`config.mk`:
```
export PLATFORM = sky130hd
export DESIGN_NAME = at_response_parser_top
export DESIGN_NICKNAME = d
export VERILOG_FILES = /design/src/rtl/core/atrp_pkg.sv /design/src/rtl/core/atrp_line_mem.sv /design/src/rtl/core/atrp_parser.sv /design/src/rtl/core/atrp_out_buf.sv /design/src/rtl/core/at_response_parser_top.sv
export SDC_FILE = /design/constraint.sdc
export NUM_CORES = 1
export LEC_CHECK = 0
export ABC_AREA = 1
export BUFFER_PORTS_ARGS = -buffer_cell sky130_fd_sc_hd__buf_2
export CAP_MARGIN = 15
export CELL_PAD_IN_SITES_DETAIL_PLACEMENT = 1
export CELL_PAD_IN_SITES_GLOBAL_PLACEMENT = 1
export CORE_ASPECT_RATIO = 1.1
export CORE_MARGIN = 5
export CORE_UTILIZATION = 40
export DETAILED_ROUTE_END_ITERATION = 8
export HOLD_SLACK_MARGIN = 0.1
export MAX_ROUTING_LAYER = met4
export PLACE_DENSITY = 0.84
export SLEW_MARGIN = 20
export SYNTH_ARGS = -nofsm -noshare
export SYNTH_HDL_FRONTEND = slang
export SYNTH_HIERARCHICAL = 1
export SYNTH_SLANG_ARGS = --single-unit
```
`constraint.sdc`:
```
create_clock -name clk -period 2.59 [get_ports clk]
set_input_delay 0.3885 -clock clk [delete_from_list [all_inputs] [get_ports clk]]
set_output_delay 0.3885 -clock clk [all_outputs]
set_load 0.01 [all_outputs]
```
`src/rtl/core/atrp_pkg.sv`:
```
`timescale 1ns / 1ps
package atrp_pkg;

  localparam logic [7:0] CH_CR    = 8'h0D;
  localparam logic [7:0] CH_LF    = 8'h0A;
  localparam logic [7:0] CH_PLUS  = 8'h2B;
  localparam logic [7:0] CH_O     = 8'h4F;
  localparam logic [7:0] CH_K     = 8'h4B;
  localparam logic [7:0] CH_E     = 8'h45;
  localparam logic [7:0] CH_R     = 8'h52;

  localparam logic [1:0] ST_BUSY  = 2'd0;
  localparam logic [1:0] ST_OK    = 2'd1;
  localparam logic [1:0] ST_ERR   = 2'd2;

  typedef struct packed {
    logic [1:0] status;
    logic       store_write;
    logic [3:0] store_line;
    logic [6:0] store_column;
    logic [7:0] store_byte;
    logic [4:0] lines_captured;
  } result_t;

endpackage

```
`src/rtl/core/atrp_line_mem.sv`:
```
`timescale 1ns / 1ps
module atrp_line_mem #(
  parameter int MAX_LINES  = 16,
  parameter int LINE_BYTES = 128,
  parameter int LW         = 4,
  parameter int COLW       = 7
) (
  input  logic            clk,
  input  logic            wr_en,
  input  logic [LW-1:0]   wr_line,
  input  logic [COLW-1:0] wr_col,
  input  logic [7:0]      wr_data
);

  logic [7:0] mem [MAX_LINES][LINE_BYTES];

  always_ff @(posedge clk) begin
    if (wr_en) begin
      mem[wr_line][wr_col] <= wr_data;
    end
  end

endmodule

```
`src/rtl/core/atrp_parser.sv`:
```
`timescale 1ns / 1ps
module atrp_parser #(
  parameter int MAX_LINES  = 16,
  parameter int LINE_BYTES = 128,
  parameter int LW         = 4,
  parameter int COLW       = 7,
  parameter int CW         = 5
) (
  input  logic              clk,
  input  logic              rst,
  input  logic              accept,
  input  logic [7:0]        rx_byte,
  output atrp_pkg::result_t result,
  output logic              wr_en,
  output logic [LW-1:0]     wr_line,
  output logic [COLW-1:0]   wr_col,
  output logic [7:0]        wr_data
);
  import atrp_pkg::*;

  typedef enum logic [4:0] {
    P_START, P_LF0, P_FIRST, P_LINE_FIRST, P_LINE_BODY, P_LINE_LF,
    P_NEXT, P_BLANK_LF, P_FINAL,
    P_OK_K, P_OK_CR, P_OK_LF,
    P_ER_R1, P_ER_R2, P_ER_O, P_ER_R3, P_ER_CR, P_ER_LF
  } pstate_t;

  localparam logic [COLW-1:0] COL_LAST = COLW'(LINE_BYTES - 1);
  localparam logic [CW-1:0]   CNT_MAX  = CW'(MAX_LINES);

  pstate_t          state, state_next;
  logic [COLW-1:0]  col, col_next;
  logic [CW-1:0]    cnt, cnt_next;
  logic [1:0]       st;
  logic             put;
  logic [COLW-1:0]  put_col;
  logic [7:0]       put_byte;
  logic [31:0]      line_ext, col_ext, cap_ext;

  always_comb begin
    state_next = state;
    col_next   = col;
    cnt_next   = cnt;
    st         = ST_ERR;
    put        = 1'b0;
    put_col    = '0;
    put_byte   = '0;
    unique case (state)
      P_START: if (rx_byte == CH_CR) begin state_next = P_LF0; st = ST_BUSY; end
      P_LF0:   if (rx_byte == CH_LF) begin state_next = P_FIRST; st = ST_BUSY; end
      P_FIRST, P_NEXT: begin
        if (rx_byte == CH_PLUS) begin
          if (cnt < CNT_MAX) begin
            state_next = P_LINE_FIRST;
            st = ST_BUSY;
          end
        end else if (state == P_NEXT && rx_byte == CH_CR) begin
          state_next = P_BLANK_LF;
          st = ST_BUSY;
        end else if (state == P_FIRST && rx_byte == CH_O) begin
          state_next = P_OK_K;
          st = ST_BUSY;
        end else if (state == P_FIRST && rx_byte == CH_E) begin
          state_next = P_ER_R1;
          st = ST_BUSY;
        end
      end
      P_LINE_FIRST: begin
        if (rx_byte != CH_LF) begin
          put        = 1'b1;
          put_byte   = rx_byte;
          col_next   = COLW'(1);
          state_next = P_LINE_BODY;
          st         = ST_BUSY;
        end
      end
      P_LINE_BODY: begin
        if (rx_byte == CH_CR) begin
          put        = 1'b1;
          put_col    = col;
          cnt_next   = cnt + CW'(1);
          col_next   = '0;
          state_next = P_LINE_LF;
          st         = ST_BUSY;
        end else if (rx_byte != CH_LF) begin
          put = 1'b1;
          st  = ST_BUSY;
          if (col < COL_LAST) begin
            put_col  = col;
            put_byte = rx_byte;
            col_next = col + COLW'(1);
          end else begin
            put_col  = COL_LAST;
          end
        end
      end
      P_LINE_LF:  if (rx_byte == CH_LF) begin state_next = P_NEXT; st = ST_BUSY; end
      P_BLANK_LF: if (rx_byte == CH_LF) begin state_next = P_FINAL; st = ST_BUSY; end
      P_FINAL: begin
        if (rx_byte == CH_O) begin
          state_next = P_OK_K;
          st = ST_BUSY;
        end else if (rx_byte == CH_E) begin
          state_next = P_ER_R1;
          st = ST_BUSY;
        end
      end
      P_OK_K:  if (rx_byte == CH_K) begin state_next = P_OK_CR; st = ST_BUSY; end
      P_OK_CR: if (rx_byte == CH_CR) begin state_next = P_OK_LF; st = ST_BUSY; end
      P_OK_LF: if (rx_byte == CH_LF) st = ST_OK;
      P_ER_R1: if (rx_byte == CH_R) begin state_next = P_ER_R2; st = ST_BUSY; end
      P_ER_R2: if (rx_byte == CH_R) begin state_next = P_ER_O; st = ST_BUSY; end
      P_ER_O:  if (rx_byte == CH_O) begin state_next = P_ER_R3; st = ST_BUSY; end
      P_ER_R3: if (rx_byte == CH_R) begin state_next = P_ER_CR; st = ST_BUSY; end
      P_ER_CR: if (rx_byte == CH_CR) begin state_next = P_ER_LF; st = ST_BUSY; end
      P_ER_LF: st = ST_ERR;
      default: st = ST_ERR;
    endcase
  end

  // outputs use low bits of the counts
  assign line_ext = 32'(cnt);
  assign col_ext  = 32'(put_col);
  assign cap_ext  = 32'(cnt_next);

  always_comb begin
    result.status         = st;
    result.store_write    = put;
    result.store_line     = put ? line_ext[3:0] : 4'd0;
    result.store_column   = put ? col_ext[6:0] : 7'd0;
    result.store_byte     = put_byte;
    result.lines_captured = cap_ext[4:0];
  end

  assign wr_en   = accept && put;
  assign wr_line = cnt[LW-1:0];
  assign wr_col  = put_col;
  assign wr_data = put_byte;

  always_ff @(posedge clk) begin
    if (rst) begin
      state <= P_START;
      col   <= '0;
      cnt   <= '0;
    end else if (accept) begin
      if (st != ST_BUSY) begin
        state <= P_START;
        col   <= '0;
        cnt   <= '0;
      end else begin
        state <= state_next;
        col   <= col_next;
        cnt   <= cnt_next;
      end
    end
  end

`ifndef SYNTHESIS
  a_write_only_busy: assert property (@(posedge clk) disable iff (rst)
    accept && result.store_write |-> result.status == ST_BUSY)
    else $error("store write with final status");

  a_count_bound: assert property (@(posedge clk) disable iff (rst)
    cnt <= CNT_MAX && col <= COL_LAST)
    else $error("line or column count out of range");

  a_clear_after_final: assert property (@(posedge clk) disable iff (rst)
    accept && result.status != ST_BUSY |=> state == P_START && cnt == '0 && col == '0)
    else $error("counts not cleared after final status");

  a_hold_when_idle: assert property (@(posedge clk) disable iff (rst)
    !accept |=> $stable(cnt) && $stable(col))
    else $error("counts changed without a transfer");
`endif

endmodule

```
`src/rtl/core/atrp_out_buf.sv`:
```
`timescale 1ns / 1ps
module atrp_out_buf (
  input  logic              clk,
  input  logic              rst,
  input  logic              accept,
  input  atrp_pkg::result_t in_res,
  output logic              full,
  output logic              out_valid,
  input  logic              out_stall,
  output atrp_pkg::result_t out_res
);
  import atrp_pkg::*;

  result_t skid;
  logic    skid_valid;
  logic    drain;

  assign full  = skid_valid;
  assign drain = !out_valid || !out_stall;

  always_ff @(posedge clk) begin
    if (rst) begin
      out_valid  <= 1'b0;
      skid_valid <= 1'b0;
    end else if (drain) begin
      if (skid_valid) begin
        out_valid  <= 1'b1;
        skid_valid <= 1'b0;
      end else begin
        out_valid  <= accept;
      end
    end else if (accept) begin
      skid_valid <= 1'b1;
    end
  end

  always_ff @(posedge clk) begin
    if (drain) begin
      out_res <= skid_valid ? skid : in_res;
    end else if (accept) begin
      skid <= in_res;
    end
  end

`ifndef SYNTHESIS
  a_skid_behind_out: assert property (@(posedge clk) disable iff (rst)
    skid_valid |-> out_valid)
    else $error("skid holds data while output is empty");

  a_no_loss: assert property (@(posedge clk) disable iff (rst)
    out_valid && out_stall && !accept |=> out_valid && $stable(out_res))
    else $error("stalled result lost");

  a_no_overrun: assert property (@(posedge clk) disable iff (rst)
    skid_valid |-> !accept)
    else $error("transfer taken while skid full");
`endif

endmodule

```
`src/rtl/core/at_response_parser_top.sv`:
```
`timescale 1ns / 1ps
// each accepted byte's result is registered in the output register or skid
// throughput: one byte per cycle while the skid entry is free
// an output register plus one skid entry keep input open while a result waits
// the line store is written only within plus lines and needs no clearing pass
// rst (synchronous) returns the parser to its start with counts cleared
module at_response_parser_top #(
  parameter int MAX_LINES  = 16,
  parameter int LINE_BYTES = 128
) (
  input  logic       clk,
  input  logic       rst,
  input  logic       in_valid,
  output logic       in_stall,
  input  logic [7:0] rx_byte,
  output logic       out_valid,
  input  logic       out_stall,
  output logic [1:0] status,
  output logic       store_write,
  output logic [3:0] store_line,
  output logic [6:0] store_column,
  output logic [7:0] store_byte,
  output logic [4:0] lines_captured
);
  import atrp_pkg::*;

  localparam int LW   = (MAX_LINES > 1) ? $clog2(MAX_LINES) : 1;
  localparam int COLW = $clog2(LINE_BYTES);
  localparam int CW   = $clog2(MAX_LINES + 1);

  logic            accept;
  logic            buf_full;
  result_t         res, res_q;
  logic            wr_en;
  logic [LW-1:0]   wr_line;
  logic [COLW-1:0] wr_col;
  logic [7:0]      wr_data;

  assign in_stall = buf_full;
  assign accept   = in_valid && !buf_full;

  atrp_parser #(
    .MAX_LINES (MAX_LINES),
    .LINE_BYTES(LINE_BYTES),
    .LW        (LW),
    .COLW      (COLW),
    .CW        (CW)
  ) u_parser (
    .clk    (clk),
    .rst    (rst),
    .accept (accept),
    .rx_byte(rx_byte),
    .result (res),
    .wr_en  (wr_en),
    .wr_line(wr_line),
    .wr_col (wr_col),
    .wr_data(wr_data)
  );

  atrp_line_mem #(
    .MAX_LINES (MAX_LINES),
    .LINE_BYTES(LINE_BYTES),
    .LW        (LW),
    .COLW      (COLW)
  ) u_mem (
    .clk    (clk),
    .wr_en  (wr_en),
    .wr_line(wr_line),
    .wr_col (wr_col),
    .wr_data(wr_data)
  );

  atrp_out_buf u_out (
    .clk      (clk),
    .rst      (rst),
    .accept   (accept),
    .in_res   (res),
    .full     (buf_full),
    .out_valid(out_valid),
    .out_stall(out_stall),
    .out_res  (res_q)
  );

  assign status         = res_q.status;
  assign store_write    = res_q.store_write;
  assign store_line     = res_q.store_line;
  assign store_column   = res_q.store_column;
  assign store_byte     = res_q.store_byte;
  assign lines_captured = res_q.lines_captured;

endmodule

```
# Yosys cells after proc, flatten, opt, wreduce, memory -nomap -nowiden
# Index checks and enable logic that the tools add are counted.
[totals]
reg_bits = 73
inputBits = 12
output_inout_bits = 29
elab_cells = 147
[classes]
add_sub_neg = 2
magnitude_cmp = 2
n_eq_ne = 42
mux = 63
bitwise_logic = 1
reduce_logical = 20
[op_table]
columns = ["cell", "count"]
rows = [
  ["5-bit two-way mux", 24],
  ["5-bit case mux with 15 select lines", 1],
  ["7-bit two-way mux", 10],
  ["5-bit by 4-bit == test with 1-bit output, second input constant", 8],
  ["3-bit by 1-bit != test with 1-bit output, second input constant", 13],
  ["8-bit by 7-bit == test with 1-bit output, second input constant", 4],
  ["8-bit two-way mux", 4],
  ["2-bit two-way mux", 15],
  ["27-bit two-way mux", 1],
  ["5-bit by 3-bit == test with 1-bit output, second input constant", 4],
  ["2-bit case mux with 10 select lines", 1],
  ["18-bit AND reduction", 1],
  ["8-bit by 4-bit == test with 1-bit output, second input constant", 2],
  ["8-bit case mux with 2 select lines", 1],
  ["16-bit nonzero test", 1],
  ["7-bit case mux with 2 select lines", 1],
  ["4-bit by 1-bit != test with 1-bit output, second input constant", 3],
  ["5-bit by 2-bit == test with 1-bit output, second input constant", 2],
  ["3-bit OR reduction", 3],
  ["8-bit by 6-bit == test with 1-bit output, second input constant", 1],
  ["8-bit by 4-bit != test with 1-bit output, second input constant", 1],
  ["7-bit by 1-bit adder with 7-bit output, second input constant", 1],
  ["7-bit < comparator, second input constant", 1],
  ["6-bit by 1-bit != test with 1-bit output, second input constant", 1],
  ["18 further kinds", 26],
]

# Depth between registers and ports, before layout
[depth]
word_depth = 10
depth_mapped = 15
depth_no_buf = 15

# Modules after synthesis
# The synthesis kept the hierarchy.
[modules_own_cells]
columns = ["module", "n_inst", "cells_per_inst", "area_per_inst_um2", "seq_area_each_um2"]
rows = [
  ["atrp_out_buf", 1, 152, 2133.3, 1661.6],
  ["atrp_parser", 1, 347, 2005.7, 340.3],
  ["at_response_parser_top", 1, 2, 10.0, 0.0],
]

# Worst setup path after synthesis
# Ideal clock, no wire load.
[synth_timing]
path_type = "register to register"
start = "register u_out.out_valid"
end = "register u_out/skid[0] (netlist name) (enable)"
setup_ps = 411
arrival_time_ps = 2258
required_ps = 2179
setup_slack_ps = -79
stages_incl_launch_ff = 3
n_path_buf = 0
synth_period_minus_slack_ps = 2669
path_cell_list = "dfxtp_1 nand2_1 nor2_1"
[synth_between]
elab_chain_cells = 4
[synth_rtl]
columns = ["item", "line", "text"]
rows = [
  ["start, declared", "atrp_out_buf.sv:8", "output logic out_valid,"],
  ["start signal, assigned", "atrp_out_buf.sv:30", "out_valid <= accept;"],
  ["1-bit zero test", "atrp_out_buf.sv:19", "assign drain = !out_valid || !out_stall;"],
  ["1-bit logical OR", "atrp_out_buf.sv:19", ""],
  ["via u_out.drain", "atrp_out_buf.sv:16", "logic drain;"],
  ["1-bit inverter (no line)", "n/a", ""],
  ["2-bit AND reduction (no line)", "n/a", ""],
  ["end signal, assigned", "atrp_out_buf.sv:41", "skid <= in_res;"],
  ["end, declared", "atrp_out_buf.sv:14", "result_t skid;"],
]
# The timed path passes the listed nets, and every way through them passes these cells.
# A chain may end at the register's enable or synchronous reset.

==> results.sh <==
export IMPL_worst_slew_margin_rel_pct=62.80
export IMPL_worstPathArrival_ps=2390
export IMPL_layout_worst_path_cycle_share_pct=84.64
export IMPL_path_common_cell="inv_1"
export IMPL_clock_sinks=73
export IMPL_worst_path_max_fanout=8
export IMPL_insertion_delay_ps=360
export IMPL_grt_pass1_wl_um=16290
export IMPL_min_delay_path_class="input pin to flop"
export IMPL_critPathRequiredTime_ps=2780
export IMPL_path_cells="nor2_2 -> nand2_4 -> nor2_8 -> inv_2 -> nor2_4 -> inv_1 -> o21ai_0 -> inv_1 -> nor3_1 -> inv_1 -> o21ai_0"
export IMPL_worst_path_dominant_cell_family="simple AND/OR/NAND/NOR gates"
export IMPL_crit_buf_inv=4
export IMPL_drtAntennaViolNets=0
export IMPL_most_common_layout_cells="nand2_1, nor2_1, inv_1"
export IMPL_power_switching_fraction_pct=31.56
export IMPL_route_vias_total=3267
export IMPL_setup_viol=0
export IMPL_io_pins=41
export IMPL_p_leak_uw=0.001895
export IMPL_grt_remaining_overflow=0
export IMPL_layout_cell_area_non_filler_um2=4519
export IMPL_number_of_global_route_vias_before_repair=3556
export IMPL_p_int_uw=1843
export IMPL_report_final_slew_viol_count=0
export IMPL_synthesis_yosys_warnings=6
export IMPL_synth_avg_cell_area_um2=8.376
export IMPL_vdd_ir_drop_worst_v=0.0002210
export IMPL_number_of_nets_in_the_layout=540
export IMPL_start_kind="flop"
export IMPL_syn_inst=481
export IMPL_final_layout_size_suffix_gt1_share_pct=24.29
export IMPL_clockPowerShare_pct=31.4
export IMPL_holdBufCountCts=0
export IMPL_run_status="complete, no violations"
export IMPL_cts_repair_resized=0
export IMPL_endpoint_kind="flop"
export IMPL_clock_tree_htree_level_count=3
export IMPL_postCtsSetupBuffers=0
export IMPL_gr_usage_all_layers_pct=17.32
export IMPL_grt_start_max_net_pins=58
export IMPL_finalHoldViolations=0
export IMPL_area_growth_pct=12.17
export IMPL_power_density_nw_per_um2=596.0
export IMPL_dp_hpwl_um=7440
export IMPL_antennaDiodeCount=0
export IMPL_cts_tree="built"
export IMPL_ctsLongestPathBuffers=2
export IMPL_netlist_area_um2=4029
export IMPL_cell_count_after_placement=635
export IMPL_detail_route_drc_violations=0
export IMPL_routed_wirelength_um=9622
export IMPL_worst_slew_pin_slew_ps=558.0
export IMPL_placeableCoreArea_um2=9842
export IMPL_routabilityCongestion=0.9499
export IMPL_comb_power_share_pct=18.1
export IMPL_setup_repair_after_global_routing_missed_its_margin="no"
export IMPL_layoutNonFillerInstCount=651
export IMPL_die_area_um2=12180
export IMPL_critPathKind="flop to flop"
export IMPL_min_period_ps=2192
export IMPL_vertical_die_dimension_um=115.3
export IMPL_worst_path_max_delay_cell="dfxtp_1"
export IMPL_fin_tns_setup_ps=0
export IMPL_port_buffers=40
export IMPL_postSynthNetCount=495
export IMPL_core_rowCount=38
export IMPL_buffer_type_at_the_clock_tree_root="clkbuf_8"
export IMPL_drt_vias_per_instance=5.018
export IMPL_initial_antenna_violation_count=0
export IMPL_area_of_placed_instances_um2=4333
export IMPL_max_freq_mhz=456.2
export IMPL_drt_pre_antenna_iters=4
export IMPL_post_drt_wl_per_cell_um=14.78
export IMPL_p_switching_uw=850.2
export IMPL_initial_utilization_pct=40.94
export IMPL_cts_made_buffers=9
export IMPL_chipWidth_um=105.7
export IMPL_clock_skew_final_ps=13.19
export IMPL_power_share_sequential_pct=50.5
export IMPL_clk_pin_slew_ps=90
export IMPL_max_cap_violations=0
export IMPL_layout_commonest_cell="nand2_1"
export IMPL_critical_path_max_stage_delay_ps=400
export IMPL_drt_first_iter_violations=171
[sequential cells by signal, indices dropped and copies added, names as in the netlist]
name and cells:
u_out/out_valid 1, u_out/out_res 27, u_out/full 1, u_parser/state 5
u_parser/col 7, u_out/skid 27, u_parser/cnt 5
[power by group through the flow]
stage / logic, uW / clock network (uW) / registers [uW]
floorplan: 329 / 0 / 1400
global placement: 471 / 0 / 1380
detailed placement: 488 / 0 / 1390
CTS: 492 / 878 / 1360
global route: 542 / 923 / 1370
finish: 487 / 846 / 1360
[worst paths after layout]
path | from | to | slack (ps) | depth (start not counted)
max | u_parser/state[0] | u_out/out_res[8] | 400 | 11
min reg2reg | u_parser/cnt[3] | u_parser/cnt[3] | 500 | 2
max reg2reg | u_parser/state[0] | u_out/out_res[8] | 400 | 11
min | out_stall | u_out/full | 300 | 3
[stage by stage]
stage / total power (uW) / setup WS (ps) / hold slack [ps] / utilization (%)
after detailed placement: 1876 / 373.1 / 487.2 / 44.02
after CTS: 2732 / 375.7 / 281.4 / 45.92
after global placement: 1853 / 530.8 / 474.1 / 44.02
after global routing: 2835 / 150.7 / 309.7 / 45.92
final: 2694 / 397.9 / 302.6 / 45.92
after floorplan: 1733 / 358.1 / 458.4 / -
[metal layers]
layer	share of wire (%)	up-vias	track usage, %	wire [um]
li1	-	1624	-	-
met1	41	1573	17.96	3907
met2	53	51	31.29	5132
met3	3.5	19	4.043	338
met4	2.5	0	7.772	244
met5	0	-	-	0
[area by class of cell]
type                    instances  area [um2]
multi-input cells             320        1643
clock buffers                   9       123.9
well taps                     120       150.1
flip-flops and latches         73        2003
fillers                      1214        5323
inverters                      78       306.5
clock inverters                 7       62.56
repair buffers                 44       230.2
[worst min-delay path: cells and delay by family]
| family | cells | cell delay [ps] |
|---|---|---|
| simple gates | 2 | 130 |
| buf+inv | 1 | 100 |
(Power assumes the default switching activity.)
